File: config.mk
export PLATFORM = sky130hd
export DESIGN_NAME = pfbtb_queue
export DESIGN_NICKNAME = d
export VERILOG_FILES = /design/src/hw/rtl/pfbtb_pkg.sv /design/src/hw/rtl/pfbtb_queue.sv
export SDC_FILE = /design/constraint.sdc
export NUM_CORES = 1
export LEC_CHECK = 0
export BUFFER_PORTS_ARGS = -buffer_cell sky130_fd_sc_hd__buf_2
export CELL_PAD_IN_SITES_DETAIL_PLACEMENT = 1
export CELL_PAD_IN_SITES_GLOBAL_PLACEMENT = 1
export CORE_MARGIN = 3
export CORE_UTILIZATION = 47
export DETAILED_ROUTE_END_ITERATION = 8
export PLACE_DENSITY = 0.83
export SLEW_MARGIN = 0
export SYNTH_ARGS = -nofsm -noshare
export SYNTH_HDL_FRONTEND = slang
export SYNTH_SLANG_ARGS = --single-unit
export TNS_END_PERCENT = 20
File: constraint.sdc
create_clock -name clk -period 10.3 [get_ports clk]
set_input_delay 1.545 -clock clk [delete_from_list [all_inputs] [get_ports clk]]
set_output_delay 1.545 -clock clk [all_outputs]
set_load 0.01 [all_outputs]
File: src/hw/rtl/pfbtb_pkg.sv
// ---------------------------------------------------------------------------
// pfbtb_pkg
// Shared types and constants of the page framebuffer text blitter: command
// codes, back end states and the operation record passed through the queue.
// ---------------------------------------------------------------------------
package pfbtb_pkg;

  // widest frame address over the supported screen sizes (16 pages x 256)
  localparam int FB_ADDR_W   = 12;
  // widest font address over the supported font sizes (256 glyphs x 8)
  localparam int FONT_ADDR_W = 11;
  // depth of the queue between front and back
  localparam int Q_DEPTH     = 2;
  // glyph drawn for codes outside the font
  localparam logic [7:0] FALLBACK_CHAR = 8'd63;

  typedef enum logic [1:0] {
    CMD_CLEAR = 2'd0,
    CMD_DRAW  = 2'd1,
    CMD_LOAD  = 2'd2,
    CMD_READ  = 2'd3
  } cmd_t;

  typedef enum logic [2:0] {
    BK_CLEAR,
    BK_IDLE,
    BK_RD_HI,
    BK_WR_HI,
    BK_WR_LO,
    BK_READ_WAIT
  } bk_state_t;

  // one classified transaction, ready for the back end
  typedef struct packed {
    cmd_t                   cmd;
    logic                   draw_en;
    logic                   lo_en;
    logic                   load_en;
    logic                   read_ok;
    logic [2:0]             shift;
    logic [3:0]             ncols;
    logic [FB_ADDR_W-1:0]   frame_addr;
    logic [FB_ADDR_W-1:0]   lo_addr;
    logic [FONT_ADDR_W-1:0] font_addr;
    logic [7:0]             bits;
  } op_t;

endpackage

File: src/hw/rtl/pfbtb_queue.sv
// ---------------------------------------------------------------------------
// pfbtb_queue
// Short register queue of operation records between front and back end.
// ---------------------------------------------------------------------------
module pfbtb_queue
  import pfbtb_pkg::*;
(
  input  logic clk,
  input  logic rst_n,
  input  logic push,
  input  op_t  push_op,
  output logic full,
  input  logic pop,
  output logic head_valid,
  output op_t  head_op
);

  localparam int PTR_W = (Q_DEPTH > 1) ? $clog2(Q_DEPTH) : 1;
  localparam int CNT_W = $clog2(Q_DEPTH + 1);

  op_t              entry_r [Q_DEPTH];
  logic [PTR_W-1:0] wr_ptr_r;
  logic [PTR_W-1:0] wr_ptr_nxt;
  logic [PTR_W-1:0] rd_ptr_r;
  logic [PTR_W-1:0] rd_ptr_nxt;
  logic [CNT_W-1:0] count_r;
  logic [CNT_W-1:0] count_nxt;
  logic             do_push;
  logic             do_pop;

  assign full       = count_r == CNT_W'(Q_DEPTH);
  assign head_valid = count_r != '0;
  assign head_op    = entry_r[rd_ptr_r];
  assign do_push    = push && !full;
  assign do_pop     = pop && head_valid;

  // pointer and fill count update
  always_comb begin
    wr_ptr_nxt = wr_ptr_r;
    rd_ptr_nxt = rd_ptr_r;
    count_nxt  = count_r;
    if (do_push) begin
      wr_ptr_nxt = (wr_ptr_r == PTR_W'(Q_DEPTH - 1)) ? '0 : wr_ptr_r + 1'b1;
    end
    if (do_pop) begin
      rd_ptr_nxt = (rd_ptr_r == PTR_W'(Q_DEPTH - 1)) ? '0 : rd_ptr_r + 1'b1;
    end
    if (do_push && !do_pop) begin
      count_nxt = count_r + 1'b1;
    end else if (do_pop && !do_push) begin
      count_nxt = count_r - 1'b1;
    end
  end

  // control state
  always_ff @(posedge clk) begin
    if (!rst_n) begin
      wr_ptr_r <= '0;
      rd_ptr_r <= '0;
      count_r  <= '0;
    end else begin
      wr_ptr_r <= wr_ptr_nxt;
      rd_ptr_r <= rd_ptr_nxt;
      count_r  <= count_nxt;
    end
  end

  // entry storage
  always_ff @(posedge clk) begin
    if (do_push) begin
      entry_r[wr_ptr_r] <= push_op;
    end
  end

endmodule

==> flow_summary_export.csv, run 1 <==
group,metric,value,unit
status,status,"finished, final reports clean",
synthesis,synth_nets,260,
routing,drc_errors,0,
clock_network,clock_sinks,117,
synthesis,synth_common_cells,"112 x edfxtp_1, 56 x mux2_2, 5 x dfxtp_1",
setup_path,crit_fanout,29,
clock_network,cts.clk_slew.worst_paths,0.05,ns
routing,drtIter0Drc,91,
sta,fin_hold_ws,0.531,ns
finish,syn_to_final_growth,32.1,%
power_and_ir_drop,ir_drop,161,µV
synthesis,synth_cell_type_count,22,
setup_path,critical_path_arrival,2.30,ns
setup_path,critPathCapture,"head_op[31]",
synthesis,postSynthCellCount,199,
sta,fin_crit_sh,37.3,%
placement,dp_cells,422,
power_and_ir_drop,p_per_area,282,nW/µm²
sta,max_freq,0.260,GHz
finish,drive_gt1_share,61.3,%
setup_path,critPathRequiredTime,8.76,ns
clock_network,cts_tree,"done",
clock_network,postCtsHoldBufs,0,
routing,wl_met2,4630,µm
power_and_ir_drop,leakagePower,2.15,nW
sta,fin_tns_setup,0,ns
setup_path,rr_endpoint,"entry_r[1][28]",
finish,final_cells,454,
setup_path,ff2ff_setup_slack,8.51,ns
die,die_x,101,µm
synthesis,synth.most_common_cell,"edfxtp_1",
synthesis,synth_top_area_cell,"edfxtp_1",
die,fp.coreArea,8760,µm²
routing,num_vias,2284,
sta,timing_max_transition_violations_final,0,
synthesis,synth_seq_cells,117,
routing,wl_per_cell,19.5,µm
die,die_y,101,µm
global_routing,grt_max_degree,57,
routing,drt-met1-wl,3570,µm
clock_network,cts_buffers,17,
sta,skew,0.00739,ns
sta,setup_viol,0,
die,die_area,10300,µm²
finish,n_antenna_cell,0,
clock_network,post_cts_buffers,0,
synthesis,synth.top_cell.area_share,78.8,%
routing,avgViaCountPerCell,5.03,
finish,fin_util,64.3,%
synthesis,ys_warn_count,0,
setup_path,regToRegStartpoint,"count_r[0]",
sta,grt_setup_unrepaired,"false",
flow_run,maxCapViolations,0,
finish,num-fill-cells,799,
placement,numPortBuffers,117,
clock_network,cts_max_path_buffers,2,
clock_network,clock_latency,0.50,ns
synthesis,yosys-top-cells-area,"edfxtp_1 79%, mux2_2 15%, dfxtp_1 2.3%, buf_4 0.70%, and2_1 0.44%",
routing,drt_pre_antenna_iters,4,
sta,maxSlewHeadroom,49.7,%
placement,hpwl,5620,µm
synthesis,synth-async-reset-ratio,0,%
sta,tightest_slew,0.755,ns
routing,drt-total-wl,8870,µm
routing,met3WireLength,586,µm
die,num_rows,34,
clock_network,cts_max_level,4,
setup_path,end_kind,"primary output",
global_routing,grt_antenna_before_repair,0,
global_routing,grt_pass1_vias,2557,
setup_path,r2r_cells,3,
synthesis,avgSynthCellArea,21.5,µm²
die,ios,118,
clock_network,clock-root-buffer,"clkbuf_8",
routing,top_layer_used,"met4",
finish,num-nets-final,394,
die,initial_core_util,48.7,%
synthesis,synth_edf_count,112,
sta,final_hold_viol_count,0,
hold_path,min_path_type,"reg -> reg",
clock_network,ctsResizeCount,0,
routing,ant_nets,0,
setup_path,cp-start-kind,"flip-flop",
global_routing,grt_usage,18.1,%
synthesis,synth_area,4270,µm²
synthesis,yosysSeqAreaShare,81.1,%
synthesis,synth-main-ff-cell,"edfxtp_1",
global_routing,grt_pass1_wl,13500,µm
placement,routabilityCongestion,0.663,
power_and_ir_drop,power.total,1.59,mW
setup_path,crit_type,"reg -> out",
sta,min_period,3.85,ns
global_routing,grt_overflow,0,
## area by class of cell
type	count	area, µm²	area share (%)
clock inverter	15	235	4.17
tap	108	135	2.40
timing repair buffer	121	616	10.9
multi-input combinational	74	767	13.6
clock buffer	17	414	7.34
sequential	117	3460	61.4
inverter	2	7.51	0.133
## power breakdown
part,internal (mW),leakage [nW],total [mW],switching [mW]
Clock,0.439,0.313,0.639,0.200
Combinational,0.152,0.751,0.315,0.163
Sequential,0.600,1.09,0.633,0.0339
Total,1.19,2.15,1.59,0.397
## critical path: stages (launching register included)
cell and delay (ns):
dfxtp_2 0.76, buf_4 0.49, mux2_2 0.40, buf_2 0.14
## logic make-up (layout without fill, tap and decap cells)
group	after synthesis	count (layout)	synth area share (%)
buf+inv	8	155	1.11
fa+ha+maj	1	1	0.293
flops	117	117	81.1
xor+xnor	3	3	0.615
simple gates	9	9	1.35
mux	56	56	14.8
compound gates	5	5	0.762
## worst min path at each step
stage,depth (start not counted),end,startpoint,slack (ns)
after global routing,2,count_r[1],count_r[1],0.56
after detailed placement,2,count_r[1],count_r[1],0.52
after CTS,2,count_r[1],count_r[1],0.53
final,2,count_r[1],count_r[1],0.53
after floorplan,2,count_r[1],count_r[1],0.48
after global placement,2,count_r[1],count_r[1],0.50
## through the flow
step,setup WS [ns],cell area [µm²]
2_1_floorplan,6.01,4270
3_3_place_gp,6.96,4990
3_5_place_dp,6.94,4990
4_1_cts,6.38,5640
5_1_grt,6.30,5640
6_report,6.45,5640
## flip-flops by register name, summed over array words and instances (netlist names), named ones only
signal and flops:
entry_r 112, count_r 2, rd_ptr_r 1, wr_ptr_r 1
## layout by cell type (no fill, tap or decap), types with 2 or more instances in the layout
master,n
buf_4,4
clkbuf_16,16
clkinv_1,2
clkinv_4,2
and2_1,3
buf_2,117
bufinv_16,6
edfxtp_1,112
xnor2_1,2
dfxtp_1,4
mux2_2,56
clkinvlp_4,2
clkinv_2,3
## per-layer routing
layer,vias up,global-route usage [%]
met1,1134,21.2
li1,1054,-
met2,88,31.3
met5,-,0
met3,8,6.61
met4,0,5.52
No activity file was read; power rests on OpenSTA's default activity.
==> run 2, diff against run 1 <==
--- a/config.mk
+++ b/config.mk
@@ -9,9 +9,9 @@
 export CELL_PAD_IN_SITES_DETAIL_PLACEMENT = 1
 export CELL_PAD_IN_SITES_GLOBAL_PLACEMENT = 1
 export CORE_MARGIN = 3
-export CORE_UTILIZATION = 47
+export CORE_UTILIZATION = 43
 export DETAILED_ROUTE_END_ITERATION = 8
-export PLACE_DENSITY = 0.83
+export PLACE_DENSITY = 0.77
 export SLEW_MARGIN = 0
 export SYNTH_ARGS = -nofsm -noshare
 export SYNTH_HDL_FRONTEND = slang
==> constraint.sdc (replaced) <==
create_clock -name clk -period 4 [get_ports clk]
set_input_delay 0.6 -clock clk [delete_from_list [all_inputs] [get_ports clk]]
set_output_delay 0.6 -clock clk [all_outputs]
set_load 0.01 [all_outputs]
==> flow_summary_export.csv, run 2 (synthesized netlist as in run 1, its figures left out) <==
group,metric,value,unit
setup_path,cp_top_family,"flip-flops",
die,initial_core_util,45.1,%
routing,drc_errors,0,
global_routing,grt_usage,15.6,%
die,die_y,106,µm
clock_network,clock_latency,0.50,ns
routing,ant_nets,0,
global_routing,grt_max_degree,57,
power_and_ir_drop,power.total,3.89,mW
sta,skew,0.0121,ns
power_and_ir_drop,leakagePower,2.12,nW
setup_path,critPathRequiredTime,3.40,ns
finish,layout_commonest_cell,"buf_2",
sta,grt_setup_unrepaired,"false",
global_routing,grt_overflow,0,
global_routing,grt_pass1_wl,13100,µm
die,num_rows,35,
clock_network,cts_max_path_buffers,2,
setup_path,critical_path_arrival,2.18,ns
finish,num-fill-cells,898,
sta,setup_viol,0,
placement,place_worst_setup_slack,1.69,ns
placement,hpwl,5420,µm
setup_path,cp_num_buf_inv,2,
routing,drt_pre_antenna_iters,4,
setup_path,path_cells,"buf_4, mux2_2, buf_2",
sta,min_period,2.78,ns
global_routing,grt_pass1_vias,2476,
clock_network,cts_tree,"done",
flow_run,maxCapViolations,0,
sta,max_freq,0.360,GHz
clock_network,clock_sinks,117,
sta,fin_crit_sh,69.5,%
setup_path,cp-start-kind,"flip-flop",
routing,drt-total-wl,8360,µm
finish,multiInputGateArea,767,µm²
clock_network,ctsResizeCount,0,
power_and_ir_drop,ir_drop,346,µV
finish,seq_area,3460,µm²
finish,top_regs,"entry_r (112), count_r (2)",
setup_path,slowest_stage,"dfxtp_2",
finish,syn_to_final_growth,31.0,%
routing,avgViaCountPerCell,4.75,
setup_path,crit_fanout,31,
clock_network,cts_max_level,4,
die,fp.coreArea,9460,µm²
sta,tightest_slew,0.773,ns
placement,numPortBuffers,117,
setup_path,cp_slowest_stage_delay,0.81,ns
clock_network,postCtsHoldBufs,0,
sta,fin_tns_setup,0,ns
clock_network,post_cts_buffers,0,
clock_network,cts.clk_slew.worst_paths,0.06,ns
placement,routabilityCongestion,0.675,
clock_network,cts_buffers,17,
sta,maxSlewHeadroom,48.5,%
sta,timing_max_transition_violations_final,0,
finish,top_register,"entry_r",
finish,n_antenna_cell,0,
finish,largest_reg_flops,112,
die,ios,118,
finish,num-nets-final,394,
finish,drive_gt1_share,61.4,%
routing,wl_per_cell,17.6,µm
global_routing,grt_antenna_before_repair,0,
setup_path,end_kind,"primary output",
sta,timing.final.ws_setup,1.22,ns
finish,final_cell_mix,"117 x buf_2, 112 x edfxtp_1, 56 x mux2_2",
die,die_x,106,µm
sta,final_hold_viol_count,0,
setup_path,crit_type,"reg -> out",
clock_network,clock-root-buffer,"clkbuf_8",
hold_path,min_path_type,"in -> reg",
status,status,"finished, final reports clean",
die,die_area,11200,µm²
routing,drtIter0Drc,74,
routing,num_vias,2250,
power_and_ir_drop,p_per_area,696,nW/µm²
run 2: cell types whose count changed in the layout (fill, tap and decap cells not counted), sizes merged:
cell      delta
clkinvlp     +1
inv          +1
bufinv       -3
clkinv       -1
clkbuf       +1
run 2: final cells by class:
type	instances	area share, %
Multi-Input combinational cell	74	13.7
Tap cell	129	2.89
Inverter	2	0.134
Timing Repair Buffer	121	11.0
Clock buffer	18	7.47
Clock inverter	13	2.84
Sequential cell	117	61.9
run 2: path summary, 6_finish.rpt:
kind	start	end	slack, ns	depth (start not counted)
worst max-delay path	flip-flop	head_op[49]	1.22	3
worst min-delay path	push_op[47]	entry_r[1][47]	0.29	1
worst max register to register	count_r[0]	entry_r[1][19]	1.84	3
worst min register to register	count_r[1]	count_r[1]	0.54	2
run 2: report_power, final:
| part | internal, mW | total [mW] | switching, mW |
|---|---|---|---|
| combinational | 0.393 | 0.800 | 0.407 |
| clock | 0.942 | 1.46 | 0.514 |
| sequential | 1.54 | 1.63 | 0.0893 |
run 2: routing by layer:
| layer | vias up | share of wire, % | global-route usage (%) |
|---|---|---|---|
| met5 | - | 0 | 0 |
| met4 | 0 | 0.63 | 5.00 |
| met3 | 6 | 5.7 | 5.33 |
| met2 | 79 | 52 | 26.2 |
| met1 | 1111 | 42 | 19.1 |
| li1 | 1054 | - | - |
run 2: per-stage QoR:
step | area, µm² | util, % | instances | hold WS, ns
6_report | 5590 | 59.1 | 474 | 0.286
3_5_place_dp | 5020 | 53.0 | 443 | 0.536
2_1_floorplan | 4270 | - | 199 | 0.479
3_3_place_gp | 5020 | 53.0 | 443 | 0.495
5_1_grt | 5590 | 59.1 | 474 | 0.258
4_1_cts | 5590 | 59.1 | 474 | 0.262
