--- config.mk ---
export PLATFORM = sky130hd
export DESIGN_NAME = pfbtb_front
export DESIGN_NICKNAME = d
export VERILOG_FILES = /design/src/hw/rtl/pfbtb_pkg.sv /design/src/hw/rtl/pfbtb_front.sv
export SDC_FILE = /design/constraint.sdc
export NUM_CORES = 1
export LEC_CHECK = 0
export ABC_CLOCK_PERIOD_IN_PS = 8730
export BUFFER_PORTS_ARGS = -buffer_cell sky130_fd_sc_hd__buf_2
export CAP_MARGIN = 20
export CORE_UTILIZATION = 50
export DETAILED_ROUTE_END_ITERATION = 8
export PLACE_DENSITY = 0.91
export SYNTH_ARGS = -nofsm -noshare
export SYNTH_HDL_FRONTEND = slang
export SYNTH_SLANG_ARGS = --single-unit
--- constraint.sdc ---
create_clock -name vclk -period 8.73
set_input_delay 0.873 -clock vclk [all_inputs]
set_output_delay 0.873 -clock vclk [all_outputs]
set_load 0.005 [all_outputs]
--- src/hw/rtl/pfbtb_pkg.sv ---
// ---------------------------------------------------------------------------
// pfbtb_pkg
// Shared types and constants of the page framebuffer text blitter: command
// codes, back end states and the operation record passed through the queue.
// ---------------------------------------------------------------------------
package pfbtb_pkg;

  // widest frame address over the supported screen sizes (16 pages x 256)
  localparam int FB_ADDR_W   = 12;
  // widest font address over the supported font sizes (256 glyphs x 8)
  localparam int FONT_ADDR_W = 11;
  // depth of the queue between front and back
  localparam int Q_DEPTH     = 2;
  // glyph drawn for codes outside the font
  localparam logic [7:0] FALLBACK_CHAR = 8'd63;

  typedef enum logic [1:0] {
    CMD_CLEAR = 2'd0,
    CMD_DRAW  = 2'd1,
    CMD_LOAD  = 2'd2,
    CMD_READ  = 2'd3
  } cmd_t;

  typedef enum logic [2:0] {
    BK_CLEAR,
    BK_IDLE,
    BK_RD_HI,
    BK_WR_HI,
    BK_WR_LO,
    BK_READ_WAIT
  } bk_state_t;

  // one classified transaction, ready for the back end
  typedef struct packed {
    cmd_t                   cmd;
    logic                   draw_en;
    logic                   lo_en;
    logic                   load_en;
    logic                   read_ok;
    logic [2:0]             shift;
    logic [3:0]             ncols;
    logic [FB_ADDR_W-1:0]   frame_addr;
    logic [FB_ADDR_W-1:0]   lo_addr;
    logic [FONT_ADDR_W-1:0] font_addr;
    logic [7:0]             bits;
  } op_t;

endpackage

--- src/hw/rtl/pfbtb_front.sv ---
// ---------------------------------------------------------------------------
// pfbtb_front
// Input side: takes a transaction when the queue has room and classifies it
// into an operation record (clipping, font fallback, page split, addresses).
// ---------------------------------------------------------------------------
module pfbtb_front
  import pfbtb_pkg::*;
#(
  parameter int SCREEN_WIDTH  = 128,
  parameter int SCREEN_HEIGHT = 64,
  parameter int GLYPH_WIDTH   = 6,
  parameter int FIRST_CHAR    = 32,
  parameter int LAST_CHAR     = 126
) (
  input  logic       in_valid,
  output logic       in_stall,
  input  logic [1:0] in_command,
  input  logic [7:0] in_x_position,
  input  logic [6:0] in_y_position,
  input  logic [7:0] in_char_code,
  input  logic [2:0] in_glyph_column,
  input  logic [7:0] in_glyph_bits,
  input  logic [9:0] in_read_address,
  input  logic       q_full,
  output logic       q_push,
  output op_t        q_op
);

  localparam int PAGE_COUNT  = SCREEN_HEIGHT / 8;
  localparam int FRAME_BYTES = PAGE_COUNT * SCREEN_WIDTH;

  cmd_t                   cmd;
  logic                   code_in_font;
  logic                   gcode_ok;
  logic [7:0]             gcode;
  logic [7:0]             code_off;
  logic [7:0]             glyph_off;
  logic [FONT_ADDR_W-1:0] glyph_base;
  logic [FONT_ADDR_W-1:0] load_addr;
  logic                   x_ok;
  logic                   y_ok;
  logic                   hi_ok;
  logic [3:0]             page;
  logic [2:0]             shift;
  logic [FB_ADDR_W-1:0]   hi_addr;
  logic [8:0]             room;

  // handshake: stall only on a full queue
  assign in_stall = q_full;
  assign q_push   = in_valid && !q_full;
  assign cmd      = cmd_t'(in_command);

  // font range and fallback glyph
  always_comb begin
    code_in_font = ({1'b0, in_char_code} >= 9'(FIRST_CHAR)) &&
                   ({1'b0, in_char_code} <= 9'(LAST_CHAR));
    gcode        = code_in_font ? in_char_code : FALLBACK_CHAR;
    gcode_ok     = ({1'b0, gcode} >= 9'(FIRST_CHAR)) &&
                   ({1'b0, gcode} <= 9'(LAST_CHAR));
    code_off     = in_char_code - 8'(FIRST_CHAR);
    glyph_off    = gcode - 8'(FIRST_CHAR);
    glyph_base   = FONT_ADDR_W'(glyph_off) * FONT_ADDR_W'(GLYPH_WIDTH);
    load_addr    = FONT_ADDR_W'(code_off) * FONT_ADDR_W'(GLYPH_WIDTH) +
                   FONT_ADDR_W'(in_glyph_column);
  end

  // screen clipping and page split
  always_comb begin
    x_ok    = {1'b0, in_x_position} < 9'(SCREEN_WIDTH);
    y_ok    = {1'b0, in_y_position} < 8'(SCREEN_HEIGHT);
    page    = in_y_position[6:3];
    shift   = in_y_position[2:0];
    hi_ok   = {1'b0, page} < 5'(PAGE_COUNT);
    hi_addr = FB_ADDR_W'(page) * FB_ADDR_W'(SCREEN_WIDTH) + FB_ADDR_W'(in_x_position);
    room    = 9'(SCREEN_WIDTH) - {1'b0, in_x_position};
  end

  // operation record
  always_comb begin
    q_op.cmd        = cmd;
    q_op.draw_en    = x_ok && y_ok && hi_ok && gcode_ok;
    q_op.lo_en      = (shift != 3'd0) && (({1'b0, page} + 5'd1) < 5'(PAGE_COUNT));
    q_op.load_en    = code_in_font && ({1'b0, in_glyph_column} < 4'(GLYPH_WIDTH));
    q_op.read_ok    = {3'b000, in_read_address} < 13'(FRAME_BYTES);
    q_op.shift      = shift;
    q_op.ncols      = (room < 9'(GLYPH_WIDTH)) ? room[3:0] : 4'(GLYPH_WIDTH);
    q_op.frame_addr = (cmd == CMD_READ) ? FB_ADDR_W'(in_read_address) : hi_addr;
    q_op.lo_addr    = hi_addr + FB_ADDR_W'(SCREEN_WIDTH);
    q_op.font_addr  = (cmd == CMD_LOAD) ? load_addr : glyph_base;
    q_op.bits       = in_glyph_bits;
  end

endmodule

==> flow_results.xml, run 1 <==
<?xml version="1.0" encoding="UTF-8"?>
<metrics>
  <group name="synthesis">
    <metric name="postSynthNetCount" unit="">321</metric>
    <metric name="largest_family_of_logic_cells_by_synthesized_area" unit="">adder cells</metric>
    <metric name="synth.distinct_cells" unit="">48</metric>
    <metric name="synth_compound_area_share" unit="%">17.04</metric>
    <metric name="post_synthesis_cell_area" unit="um2">1769</metric>
    <metric name="synth_seq_area_share" unit="%">0</metric>
    <metric name="synthMuxAreaShare" unit="%">8.769</metric>
    <metric name="ys_warn_count" unit="">0</metric>
    <metric name="synth_xor_area_share" unit="%">13.30</metric>
    <metric name="synthAdderAreaFrac" unit="%">25.32</metric>
    <metric name="area_fraction_in_and_or_nand_and_nor_cells_after_synthesis" unit="%">20.01</metric>
    <metric name="post_synthesis_instance_total" unit="">239</metric>
    <metric name="syn_avg_cell_area" unit="um2">7.402</metric>
  </group>
  <group name="cells_and_area">
    <metric name="seq_cells" unit="">0</metric>
    <metric name="fin_util" unit="%">62.02</metric>
    <metric name="n_clock_buffer" unit="">0</metric>
    <metric name="final.fill_count" unit="">337</metric>
    <metric name="antenna_cells" unit="">0</metric>
    <metric name="layout-drive-gt1-share" unit="%">35.22</metric>
    <metric name="register_area" unit="um2">0</metric>
    <metric name="layout_overhead_on_the_synthesized_area" unit="%">17.89</metric>
    <metric name="final_nets" unit="">385</metric>
  </group>
  <group name="drt">
    <metric name="dr.pass1.iters" unit="">4</metric>
    <metric name="detail_routed_net_length_per_standard_cell" unit="um">12.55</metric>
    <metric name="drt_iter0_drc" unit="">50</metric>
    <metric name="detailed_route_vias_per_instance" unit="">5.401</metric>
    <metric name="drcViolationCount" unit="">0</metric>
    <metric name="drt-total-wl" unit="um">4355</metric>
    <metric name="ant_nets" unit="">0</metric>
    <metric name="via_count" unit="">1874</metric>
  </group>
  <group name="outcome">
    <metric name="outcome" unit="">completed</metric>
  </group>
  <group name="grt">
    <metric name="grt_antenna_before_repair" unit="">0</metric>
    <metric name="maximum_number_of_pins_on_one_net_before_global_route_repair" unit="">19</metric>
    <metric name="grt_overflow" unit="">0</metric>
    <metric name="grt_pass1_vias" unit="">1617</metric>
    <metric name="global_route.usage.total" unit="%">22.12</metric>
    <metric name="grt_first_pass_wirelength" unit="um">6506</metric>
  </group>
  <group name="clock_network">
    <metric name="cts_setup_buffers" unit="">0</metric>
    <metric name="ctsResizeCount" unit="">0</metric>
    <metric name="post_cts_hold_buffer_count" unit="">0</metric>
  </group>
  <group name="timing">
    <metric name="final.setup.tns" unit="ps">0</metric>
    <metric name="fin_crit_sh" unit="%">57.62</metric>
    <metric name="worst_pin_slew" unit="ps">1051</metric>
    <metric name="maxClockFrequency" unit="MHz">198.8</metric>
    <metric name="worst_hold_slack" unit="ps">1746</metric>
    <metric name="slew_viol_final" unit="">0</metric>
    <metric name="finalHoldViolCount" unit="">0</metric>
    <metric name="final.setup.worst_slack" unit="ps">3700</metric>
    <metric name="setup_viol" unit="">0</metric>
    <metric name="grt_setup_unrepaired" unit="">false</metric>
    <metric name="period_needed" unit="ps">5030</metric>
    <metric name="slew_headroom" unit="%">29.31</metric>
  </group>
  <group name="setup_path">
    <metric name="highest_net_fanout_along_the_worst_path" unit="">7</metric>
    <metric name="critPathKind" unit="">in -&gt; out</metric>
    <metric name="critPathLaunchType" unit="">primary input</metric>
    <metric name="setup.worst_path.end_class" unit="">output port</metric>
    <metric name="critical_path_arrival" unit="ps">4160</metric>
    <metric name="data_required_critical_path" unit="ps">7860</metric>
  </group>
  <group name="place">
    <metric name="gp_routability_congestion" unit="">0.8282</metric>
    <metric name="hpwl" unit="um">3784</metric>
    <metric name="port-buffer-count" unit="">88</metric>
    <metric name="post-place-ws" unit="ps">3736</metric>
  </group>
  <group name="worst_hold_path">
    <metric name="timing.hold.worst_endpoint" unit="">q_op[0]</metric>
    <metric name="hold_depth" unit="">0</metric>
    <metric name="worstHoldStart" unit="">in_glyph_bits[0]</metric>
    <metric name="min-delay-path-class" unit="">in -&gt; out</metric>
  </group>
  <group name="power">
    <metric name="vdd_drop_max" unit="mV">0.03833</metric>
    <metric name="p_leak" unit="nW">1.111</metric>
    <metric name="cellPowerDensity" unit="nW/um2">64.19</metric>
  </group>
  <group name="floorplan">
    <metric name="floorplan.die_area" unit="um2">3780</metric>
    <metric name="area_of_the_placeable_core" unit="um2">3363</metric>
    <metric name="ioPinCount" unit="">106</metric>
    <metric name="die-height" unit="um">61.49</metric>
    <metric name="floorplan.rows" unit="">21</metric>
    <metric name="die-width" unit="um">61.49</metric>
    <metric name="initial_core_util" unit="%">52.60</metric>
  </group>
  <group name="job">
    <metric name="max-cap-violations" unit="">0</metric>
  </group>
</metrics>
[critical path: stages]
cell and delay, ps:
buf_2 110, ha_1 250, and4b_1 200, a21oi_1 420
nand2_1 140, nor2_1 180, inv_1 80, ha_1 210
inv_1 80, fa_1 220, inv_1 60, a21o_1 150
a21oi_1 210, nor2_1 60, o311ai_0 520, o21ai_0 130
a21boi_1 140, buf_2 130
[synthesized netlist by cell type (2+ instances only)]
cell type,number,area share (%)
a211o_1,2,0.99
a21o_1,2,0.85
a21oi_1,15,4.2
a311oi_1,2,0.99
a31oi_1,2,0.71
buf_4,23,9.8
clkbuf_1,3,0.64
conb_1,2,0.42
fa_1,3,3.4
ha_1,31,22
inv_1,21,4.5
mux2_2,12,7.6
mux2i_1,2,1.1
nand2_1,14,3.0
nand2b_1,3,1.1
nand3_1,11,3.1
nor2_1,17,3.6
nor2b_1,2,0.71
nor3_1,5,1.4
nor3b_1,2,0.85
nor4_1,4,1.4
o21a_1,3,1.3
o21ai_0,9,2.5
o21bai_1,2,0.85
xnor2_1,9,4.5
xor2_1,16,7.9
[final cells by class]
cell class                 count  area (um2)  area share, %
inverter                      21       78.83          3.779
tap                           46       57.56          2.759
multi-input combinational    191        1501          71.99
timing repair buffer          89       447.9          21.48
[power breakdown]
part | total, mW | internal, mW | switching, mW
sequential | 0 | 0 | 0
clock | 0 | 0 | 0
combinational | 0.134 | 0.0625 | 0.0714
[through the flow]
step / instance area (um2) / instances / power (mW)
6_report: 2086 / 347 / 0.1339
5_1_grt: 2086 / 347 / 0.1526
4_1_cts: 2086 / 347 / 0.1340
3_5_place_dp: 2086 / 347 / 0.1331
3_3_place_gp: 2086 / 347 / 0.1296
2_1_floorplan: 1769 / 239 / 0.09368
[per-layer routing]
metal	wire length [um]	GRT usage [%]
met2	2410	49.00
met3	263	0.6303
met5	0	0
met1	1635	22.06
met4	46	4.127
[worst max-delay path by stage]
stage | from | to | slack (ps) | depth (start not counted)
2_1_floorplan | in_char_code[2] | q_op[16] | 4410 | 16
3_3_place_gp | in_char_code[2] | q_op[18] | 3860 | 18
3_5_place_dp | in_char_code[2] | q_op[18] | 3740 | 18
4_1_cts | in_char_code[2] | q_op[18] | 3730 | 18
5_1_grt | in_char_code[2] | q_op[16] | 3290 | 18
6_report | in_char_code[2] | q_op[18] | 3700 | 18
[cells in the final DEF (no fill, tap or decap), types with 3 or more instances in the layout]
cell type / instances
ha_1: 31
mux2_2: 12
nor4_1: 4
nor3_1: 5
a21oi_1: 15
nand2b_1: 3
xnor2_1: 9
nand2_1: 14
nand3_1: 11
o21a_1: 3
fa_1: 3
o21ai_0: 9
buf_2: 88
nor2_1: 17
inv_1: 21
xor2_1: 16
[logic make-up after synthesis]
kind of cell | count (synthesis)
xor+xnor | 26
other cells | 2
mux | 14
simple gates | 69
buf+inv | 48
fa+ha+maj | 34
compound gates | 46
(Power assumes the default switching activity.)
==> run 2, diff against run 1 <==
--- a/config.mk
+++ b/config.mk
@@ -5,12 +5,12 @@
 export SDC_FILE = /design/constraint.sdc
 export NUM_CORES = 1
 export LEC_CHECK = 0
-export ABC_CLOCK_PERIOD_IN_PS = 8730
+export ABC_CLOCK_PERIOD_IN_PS = 4300
 export BUFFER_PORTS_ARGS = -buffer_cell sky130_fd_sc_hd__buf_2
 export CAP_MARGIN = 20
-export CORE_UTILIZATION = 50
+export CORE_UTILIZATION = 42
 export DETAILED_ROUTE_END_ITERATION = 8
-export PLACE_DENSITY = 0.91
+export PLACE_DENSITY = 0.81
 export SYNTH_ARGS = -nofsm -noshare
 export SYNTH_HDL_FRONTEND = slang
 export SYNTH_SLANG_ARGS = --single-unit
==> constraint.sdc (replaced) <==
create_clock -name vclk -period 4.3
set_input_delay 0.43 -clock vclk [all_inputs]
set_output_delay 0.43 -clock vclk [all_outputs]
set_load 0.005 [all_outputs]
==> run 2 against run 1 <==
  * Final cell count is 2.0% higher
  * Global-route usage fell by 4.2 points
  * Setup slack got worse by 3200 ps
  * Clock-buffer cell count did not move
  * Sequential cell count is the same
  * Non-clock buffer count rose by 3
  * Via count is 1.6% lower
  * Combinational power grew 100%
  * Critical path type unchanged
  * Largest power group unchanged
  * Highest routed layer unchanged
==> flow_results.xml, run 2 (same netlist as run 1, synthesis figures left out) <==
<?xml version="1.0" encoding="UTF-8"?>
<metrics>
  <group name="outcome">
    <metric name="outcome" unit="">completed</metric>
  </group>
  <group name="grt">
    <metric name="grt_overflow" unit="">0</metric>
    <metric name="maximum_number_of_pins_on_one_net_before_global_route_repair" unit="">19</metric>
    <metric name="grt_first_pass_wirelength" unit="um">6444</metric>
    <metric name="grt_pass1_vias" unit="">1623</metric>
    <metric name="global_route.usage.total" unit="%">17.88</metric>
    <metric name="grt_antenna_before_repair" unit="">0</metric>
  </group>
  <group name="drt">
    <metric name="drt-total-wl" unit="um">4277</metric>
    <metric name="drt_iter0_drc" unit="">65</metric>
    <metric name="via_count" unit="">1844</metric>
    <metric name="drcViolationCount" unit="">0</metric>
    <metric name="detailed_route_vias_per_instance" unit="">5.209</metric>
    <metric name="dr.pass1.iters" unit="">4</metric>
    <metric name="detail_routed_net_length_per_standard_cell" unit="um">12.08</metric>
    <metric name="ant_nets" unit="">0</metric>
  </group>
  <group name="setup_path">
    <metric name="highest_net_fanout_along_the_worst_path" unit="">8</metric>
    <metric name="setup.worst_path.end_class" unit="">output port</metric>
    <metric name="critical-path-top-cell-by-count" unit="">inv_1</metric>
    <metric name="critical_path_arrival" unit="ps">3360</metric>
    <metric name="timing.critical_path.from" unit="">in_char_code[6]</metric>
    <metric name="cpMaxStageDelayCell" unit="">o311ai_0</metric>
    <metric name="cp_slowest_stage_delay" unit="ps">340</metric>
    <metric name="critPathLaunchType" unit="">primary input</metric>
    <metric name="critPathKind" unit="">in -&gt; out</metric>
    <metric name="worstPathCellList" unit="">buf_2 &gt; inv_1 &gt; ha_1 &gt; nand4_1 &gt; nand3_1 &gt; nand2_1 &gt; nor2_1 &gt; inv_1 &gt; ha_1 &gt; inv_1 &gt; fa_1 &gt; inv_1 &gt; a21o_1 &gt; a21oi_1 &gt; nor2_1 &gt; o311ai_0 &gt; buf_4 &gt; xor2_1 &gt; mux2i_1 &gt; buf_2</metric>
    <metric name="data_required_critical_path" unit="ps">3870</metric>
  </group>
  <group name="cells_and_area">
    <metric name="layout_commonest_cell" unit="">buf_2</metric>
    <metric name="seq_cells" unit="">0</metric>
    <metric name="register_area" unit="um2">0</metric>
    <metric name="final_nets" unit="">388</metric>
    <metric name="layout-drive-gt1-share" unit="%">35.86</metric>
    <metric name="fin_util" unit="%">52.45</metric>
    <metric name="layout_overhead_on_the_synthesized_area" unit="%">19.45</metric>
    <metric name="antenna_cells" unit="">0</metric>
    <metric name="final_cell_mix" unit="">buf_2 (88), ha_1 (31), inv_1 (21)</metric>
    <metric name="n_clock_buffer" unit="">0</metric>
  </group>
  <group name="timing">
    <metric name="maxClockFrequency" unit="MHz">263.6</metric>
    <metric name="grt_setup_unrepaired" unit="">false</metric>
    <metric name="period_needed" unit="ps">3794</metric>
    <metric name="fin_crit_sh" unit="%">88.23</metric>
    <metric name="final.setup.tns" unit="ps">0</metric>
    <metric name="finalHoldViolCount" unit="">0</metric>
    <metric name="final.setup.worst_slack" unit="ps">506.2</metric>
    <metric name="setup_viol" unit="">0</metric>
    <metric name="slew_viol_final" unit="">0</metric>
  </group>
  <group name="floorplan">
    <metric name="die-height" unit="um">66.90</metric>
    <metric name="ioPinCount" unit="">106</metric>
    <metric name="initial_core_util" unit="%">43.91</metric>
    <metric name="die-width" unit="um">66.90</metric>
    <metric name="area_of_the_placeable_core" unit="um2">4029</metric>
    <metric name="floorplan.rows" unit="">23</metric>
    <metric name="floorplan.die_area" unit="um2">4476</metric>
  </group>
  <group name="worst_hold_path">
    <metric name="worstHoldStart" unit="">in_glyph_bits[1]</metric>
    <metric name="min-delay-path-class" unit="">in -&gt; out</metric>
    <metric name="hold_depth" unit="">0</metric>
    <metric name="timing.hold.worst_endpoint" unit="">q_op[1]</metric>
  </group>
  <group name="power">
    <metric name="cellPowerDensity" unit="nW/um2">129.4</metric>
    <metric name="vdd_drop_max" unit="mV">0.06226</metric>
    <metric name="p_leak" unit="nW">1.126</metric>
  </group>
  <group name="clock_network">
    <metric name="post_cts_hold_buffer_count" unit="">0</metric>
    <metric name="cts_setup_buffers" unit="">0</metric>
    <metric name="ctsResizeCount" unit="">0</metric>
  </group>
  <group name="place">
    <metric name="port-buffer-count" unit="">88</metric>
    <metric name="post-place-ws" unit="ps">435.8</metric>
    <metric name="hpwl" unit="um">3745</metric>
    <metric name="gp_routability_congestion" unit="">0.7933</metric>
  </group>
  <group name="job">
    <metric name="max-cap-violations" unit="">0</metric>
  </group>
</metrics>
## run 2: routing by layer
| layer | wire, um | part of all wire [%] | global-route usage, % |
|---|---|---|---|
| met1 | 1714 | 40 | 18.89 |
| met2 | 2259 | 53 | 37.88 |
| met3 | 222 | 5.2 | 0.1712 |
| met4 | 80 | 1.9 | 3.989 |
| met5 | 0 | 0 | 0 |
## run 2: layout make-up
class	count	area, um2
repair buffers	92	470.5
well taps	50	62.56
multi-input cells	191	1501
inverters	21	78.83
fillers	387	1916
## run 2: worst max-delay path by stage
stage                     to  cells after the start
floorplan           q_op[16]                     16
global placement    q_op[16]                     20
finish              q_op[16]                     20
detailed placement  q_op[16]                     20
CTS                 q_op[16]                     20
global route        q_op[16]                     20
## run 2: through the flow
stage | hold WS, ps | instances | power [mW] | instance area [um2]
floorplan | 889.5 | 239 | 0.1902 | 1769
global placement | 860.0 | 353 | 0.2685 | 2106
detailed placement | 860.0 | 353 | 0.2734 | 2106
CTS | 860.0 | 353 | 0.2752 | 2106
global route | 860.0 | 354 | 0.3107 | 2113
finish | 860.0 | 354 | 0.2736 | 2113
## run 2: power by group
group          switching, mW  internal, mW  leakage, nW  total [mW]
Combinational          0.145         0.128         1.13       0.274
Clock                      0             0            0           0
Sequential                 0             0            0           0
## run 2: worst max-delay path, delay by kind of cell
kind                     cells  cell delay, ps
multiplexers                 1              80
AND/OR/NAND/NOR              5             630
AO/OA/AOI/OAI                3             680
XOR/XNOR                     1             140
adder cells (fa/ha/maj)      3             600
buffers and inverters        7             800
==> run 3, diff against run 2 <==
--- a/config.mk
+++ b/config.mk
@@ -5,12 +5,15 @@
 export SDC_FILE = /design/constraint.sdc
 export NUM_CORES = 1
 export LEC_CHECK = 0
+export ABC_AREA = 1
 export ABC_CLOCK_PERIOD_IN_PS = 4300
 export BUFFER_PORTS_ARGS = -buffer_cell sky130_fd_sc_hd__buf_2
 export CAP_MARGIN = 20
-export CORE_UTILIZATION = 42
+export CORE_UTILIZATION = 43
 export DETAILED_ROUTE_END_ITERATION = 8
+export GPL_ROUTABILITY_DRIVEN = 0
 export PLACE_DENSITY = 0.81
+export REMOVE_ABC_BUFFERS = 1
 export SYNTH_ARGS = -nofsm -noshare
 export SYNTH_HDL_FRONTEND = slang
 export SYNTH_SLANG_ARGS = --single-unit
==> run 3 against run 2 <==
  * Maximum frequency up 14%
  * Final cell count grew 24%
  * Critical path type unchanged
  * Clock-buffer cell count did not move
  * Largest power group unchanged
==> flow_results.xml, run 3 <==
<?xml version="1.0" encoding="UTF-8"?>
<metrics>
  <group name="timing">
    <metric name="finalHoldViolCount" unit="">0</metric>
    <metric name="period_needed" unit="ps">3338</metric>
    <metric name="fin_crit_sh" unit="%">77.62</metric>
    <metric name="slew_headroom" unit="%">46.66</metric>
    <metric name="maxClockFrequency" unit="MHz">299.6</metric>
    <metric name="setup_viol" unit="">0</metric>
    <metric name="worst_pin_slew" unit="ps">797.1</metric>
    <metric name="grt_setup_unrepaired" unit="">false</metric>
    <metric name="final.setup.worst_slack" unit="ps">962.2</metric>
    <metric name="worst_hold_slack" unit="ps">860.0</metric>
    <metric name="final.setup.tns" unit="ps">0</metric>
    <metric name="slew_viol_final" unit="">0</metric>
  </group>
  <group name="place">
    <metric name="post-place-ws" unit="ps">965.4</metric>
    <metric name="port-buffer-count" unit="">88</metric>
    <metric name="placed_cells" unit="">439</metric>
    <metric name="hpwl" unit="um">4199</metric>
  </group>
  <group name="floorplan">
    <metric name="floorplan.die_area" unit="um2">4726</metric>
    <metric name="ioPinCount" unit="">106</metric>
    <metric name="die-width" unit="um">68.75</metric>
    <metric name="floorplan.rows" unit="">23</metric>
    <metric name="initial_core_util" unit="%">46.23</metric>
    <metric name="die-height" unit="um">68.75</metric>
    <metric name="area_of_the_placeable_core" unit="um2">4144</metric>
  </group>
  <group name="cells_and_area">
    <metric name="layout_commonest_cell" unit="">buf_2</metric>
    <metric name="final_cell_mix" unit="">buf_2 (88), nand2_1 (76), inv_1 (55)</metric>
    <metric name="antenna_cells" unit="">0</metric>
    <metric name="layout-drive-gt1-share" unit="%">30.08</metric>
    <metric name="layout_overhead_on_the_synthesized_area" unit="%">16.26</metric>
    <metric name="fin_util" unit="%">53.74</metric>
    <metric name="register_area" unit="um2">0</metric>
    <metric name="n_clock_buffer" unit="">0</metric>
    <metric name="final.fill_count" unit="">432</metric>
    <metric name="layoutNonFillerInstCount" unit="">439</metric>
    <metric name="seq_cells" unit="">0</metric>
    <metric name="final_nets" unit="">473</metric>
  </group>
  <group name="drt">
    <metric name="via_count" unit="">2185</metric>
    <metric name="drt_iter0_drc" unit="">68</metric>
    <metric name="detail_routed_net_length_per_standard_cell" unit="um">10.80</metric>
    <metric name="ant_nets" unit="">0</metric>
    <metric name="drt-total-wl" unit="um">4740</metric>
    <metric name="detailed_route_vias_per_instance" unit="">4.977</metric>
    <metric name="dr.pass1.iters" unit="">4</metric>
    <metric name="drcViolationCount" unit="">0</metric>
  </group>
  <group name="grt">
    <metric name="global_route.usage.total" unit="%">19.79</metric>
    <metric name="grt_first_pass_wirelength" unit="um">7424</metric>
    <metric name="grt_overflow" unit="">0</metric>
    <metric name="maximum_number_of_pins_on_one_net_before_global_route_repair" unit="">21</metric>
    <metric name="grt_antenna_before_repair" unit="">0</metric>
    <metric name="grt_pass1_vias" unit="">1905</metric>
  </group>
  <group name="synthesis">
    <metric name="post-synth-top-count-cell" unit="">nand2_1</metric>
    <metric name="post_synthesis_instance_total" unit="">327</metric>
    <metric name="synth_common_cells" unit="">nand2_1 (76), inv_1 (55), ha_1 (31)</metric>
    <metric name="synth.distinct_cells" unit="">33</metric>
    <metric name="syn_avg_cell_area" unit="um2">5.858</metric>
    <metric name="synth_top_area_cell" unit="">ha_1</metric>
    <metric name="ys_warn_count" unit="">0</metric>
    <metric name="netlist_top_cells_area" unit="">ha_1 (20%), nand2_1 (15%), inv_1 (11%), buf_4 (9.0%), nand3_1 (5.5%)</metric>
    <metric name="synth_seq_area_share" unit="%">0</metric>
    <metric name="post_synthesis_cell_area" unit="um2">1916</metric>
    <metric name="synth_top_area_share" unit="%">20.25</metric>
  </group>
  <group name="setup_path">
    <metric name="setup.worst_path.end_class" unit="">output port</metric>
    <metric name="data_required_critical_path" unit="ps">3870</metric>
    <metric name="worst-path-stages" unit="">21</metric>
    <metric name="critPathLaunchType" unit="">primary input</metric>
    <metric name="critPathTopFamily" unit="">simple AND/OR/NAND/NOR gates</metric>
    <metric name="cpMaxStageDelayCell" unit="">fa_1</metric>
    <metric name="worstPathCellList" unit="">buf_2 &gt; ha_1 &gt; inv_2 &gt; nor2_2 &gt; nand4_2 &gt; nand3_4 &gt; nor2_1 &gt; inv_1 &gt; ha_1 &gt; inv_1 &gt; fa_1 &gt; o21ai_0 &gt; nand2_1 &gt; nand2_1 &gt; nand2_1 &gt; nand2_2 &gt; nand2_1 &gt; nand2_1 &gt; nand2_1 &gt; nand2_1 &gt; buf_2</metric>
    <metric name="critical_path_arrival" unit="ps">2910</metric>
    <metric name="cp_slowest_stage_delay" unit="ps">390</metric>
    <metric name="critPathKind" unit="">in -&gt; out</metric>
    <metric name="highest_net_fanout_along_the_worst_path" unit="">7</metric>
    <metric name="critical-path-top-cell-by-count" unit="">nand2_1</metric>
    <metric name="critical_path.n_buffers_inverters" unit="">5</metric>
  </group>
  <group name="power">
    <metric name="total_switching_power" unit="mW">0.1653</metric>
    <metric name="cellInternalPower" unit="mW">0.1145</metric>
    <metric name="p_leak" unit="nW">1.338</metric>
    <metric name="cellPowerDensity" unit="nW/um2">125.6</metric>
    <metric name="power_frac_seq" unit="%">0</metric>
    <metric name="comb_power_share" unit="%">100.0</metric>
    <metric name="power.clock.fraction" unit="%">0</metric>
    <metric name="switching_share" unit="%">59.07</metric>
    <metric name="vdd_drop_max" unit="mV">0.05356</metric>
  </group>
  <group name="worst_hold_path">
    <metric name="worstHoldStart" unit="">in_glyph_bits[0]</metric>
    <metric name="min-delay-path-class" unit="">in -&gt; out</metric>
    <metric name="hold_depth" unit="">0</metric>
    <metric name="timing.hold.worst_endpoint" unit="">q_op[0]</metric>
  </group>
  <group name="job">
    <metric name="max-cap-violations" unit="">0</metric>
  </group>
  <group name="clock_network">
    <metric name="cts_setup_buffers" unit="">0</metric>
    <metric name="post_cts_hold_buffer_count" unit="">0</metric>
    <metric name="ctsResizeCount" unit="">0</metric>
  </group>
  <group name="outcome">
    <metric name="outcome" unit="">completed</metric>
  </group>
</metrics>
## run 3: cell types whose count changed after synthesis, sizes merged, moves of 5 or more
cell / previous run / this run
nand3: 11 / 26
xor2: 17 / 6
nand2: 14 / 86
mux2: 12 / 0
xnor2: 9 / 4
nor2: 17 / 32
o21ai: 9 / 20
inv: 21 / 60
## run 3: final cells by class
type | instances | area (um2) | area share [%]
Tap cell | 50 | 62.56 | 2.809
Multi-Input combinational cell | 240 | 1495 | 67.13
Inverter | 61 | 229.0 | 10.28
Timing Repair Buffer | 88 | 440.4 | 19.78
## run 3: routing by layer
layer,global-route usage [%],vias up,part of all wire (%)
met5,0,-,0
met4,2.041,0,0.30
met3,1.974,2,5.7
met2,42.16,89,53
met1,20.88,962,41
li1,-,1132,-
## run 3: worst max path at each step
stage                     to             from
finish              q_op[18]  in_char_code[2]
global route        q_op[16]  in_char_code[1]
floorplan           q_op[18]  in_char_code[0]
global placement    q_op[18]  in_char_code[0]
CTS                 q_op[16]  in_char_code[2]
detailed placement  q_op[18]  in_char_code[2]
## run 3: cell families (layout without fill, tap and decap cells)
| group | count (synthesis) | in the layout | share of synthesized area [%] |
|---|---|---|---|
| xor gates and xnor gates | 10 | 10 | 4.572 |
| and+or+nand+nor | 155 | 155 | 38.67 |
| AOI/OAI and AO/OA | 39 | 39 | 11.04 |
| buffers and inverters | 87 | 149 | 21.95 |
| adders and majority gates | 34 | 34 | 23.38 |
| other | 2 | 2 | 0.3920 |
## run 3: metrics by stage
step	power, mW	cell area, um2
6_report	0.2798	2227
4_1_cts	0.2809	2227
5_1_grt	0.3173	2227
2_1_floorplan	0.1784	1724
3_3_place_gp	0.2729	2227
3_5_place_dp	0.2787	2227
## run 3: power by group through the flow
stage               Sequential (mW)  Combinational (mW)  Clock, mW
finish                            0               0.280          0
detailed placement                0               0.279          0
CTS                               0               0.281          0
floorplan                         0               0.178          0
global route                      0               0.317          0
global placement                  0               0.273          0
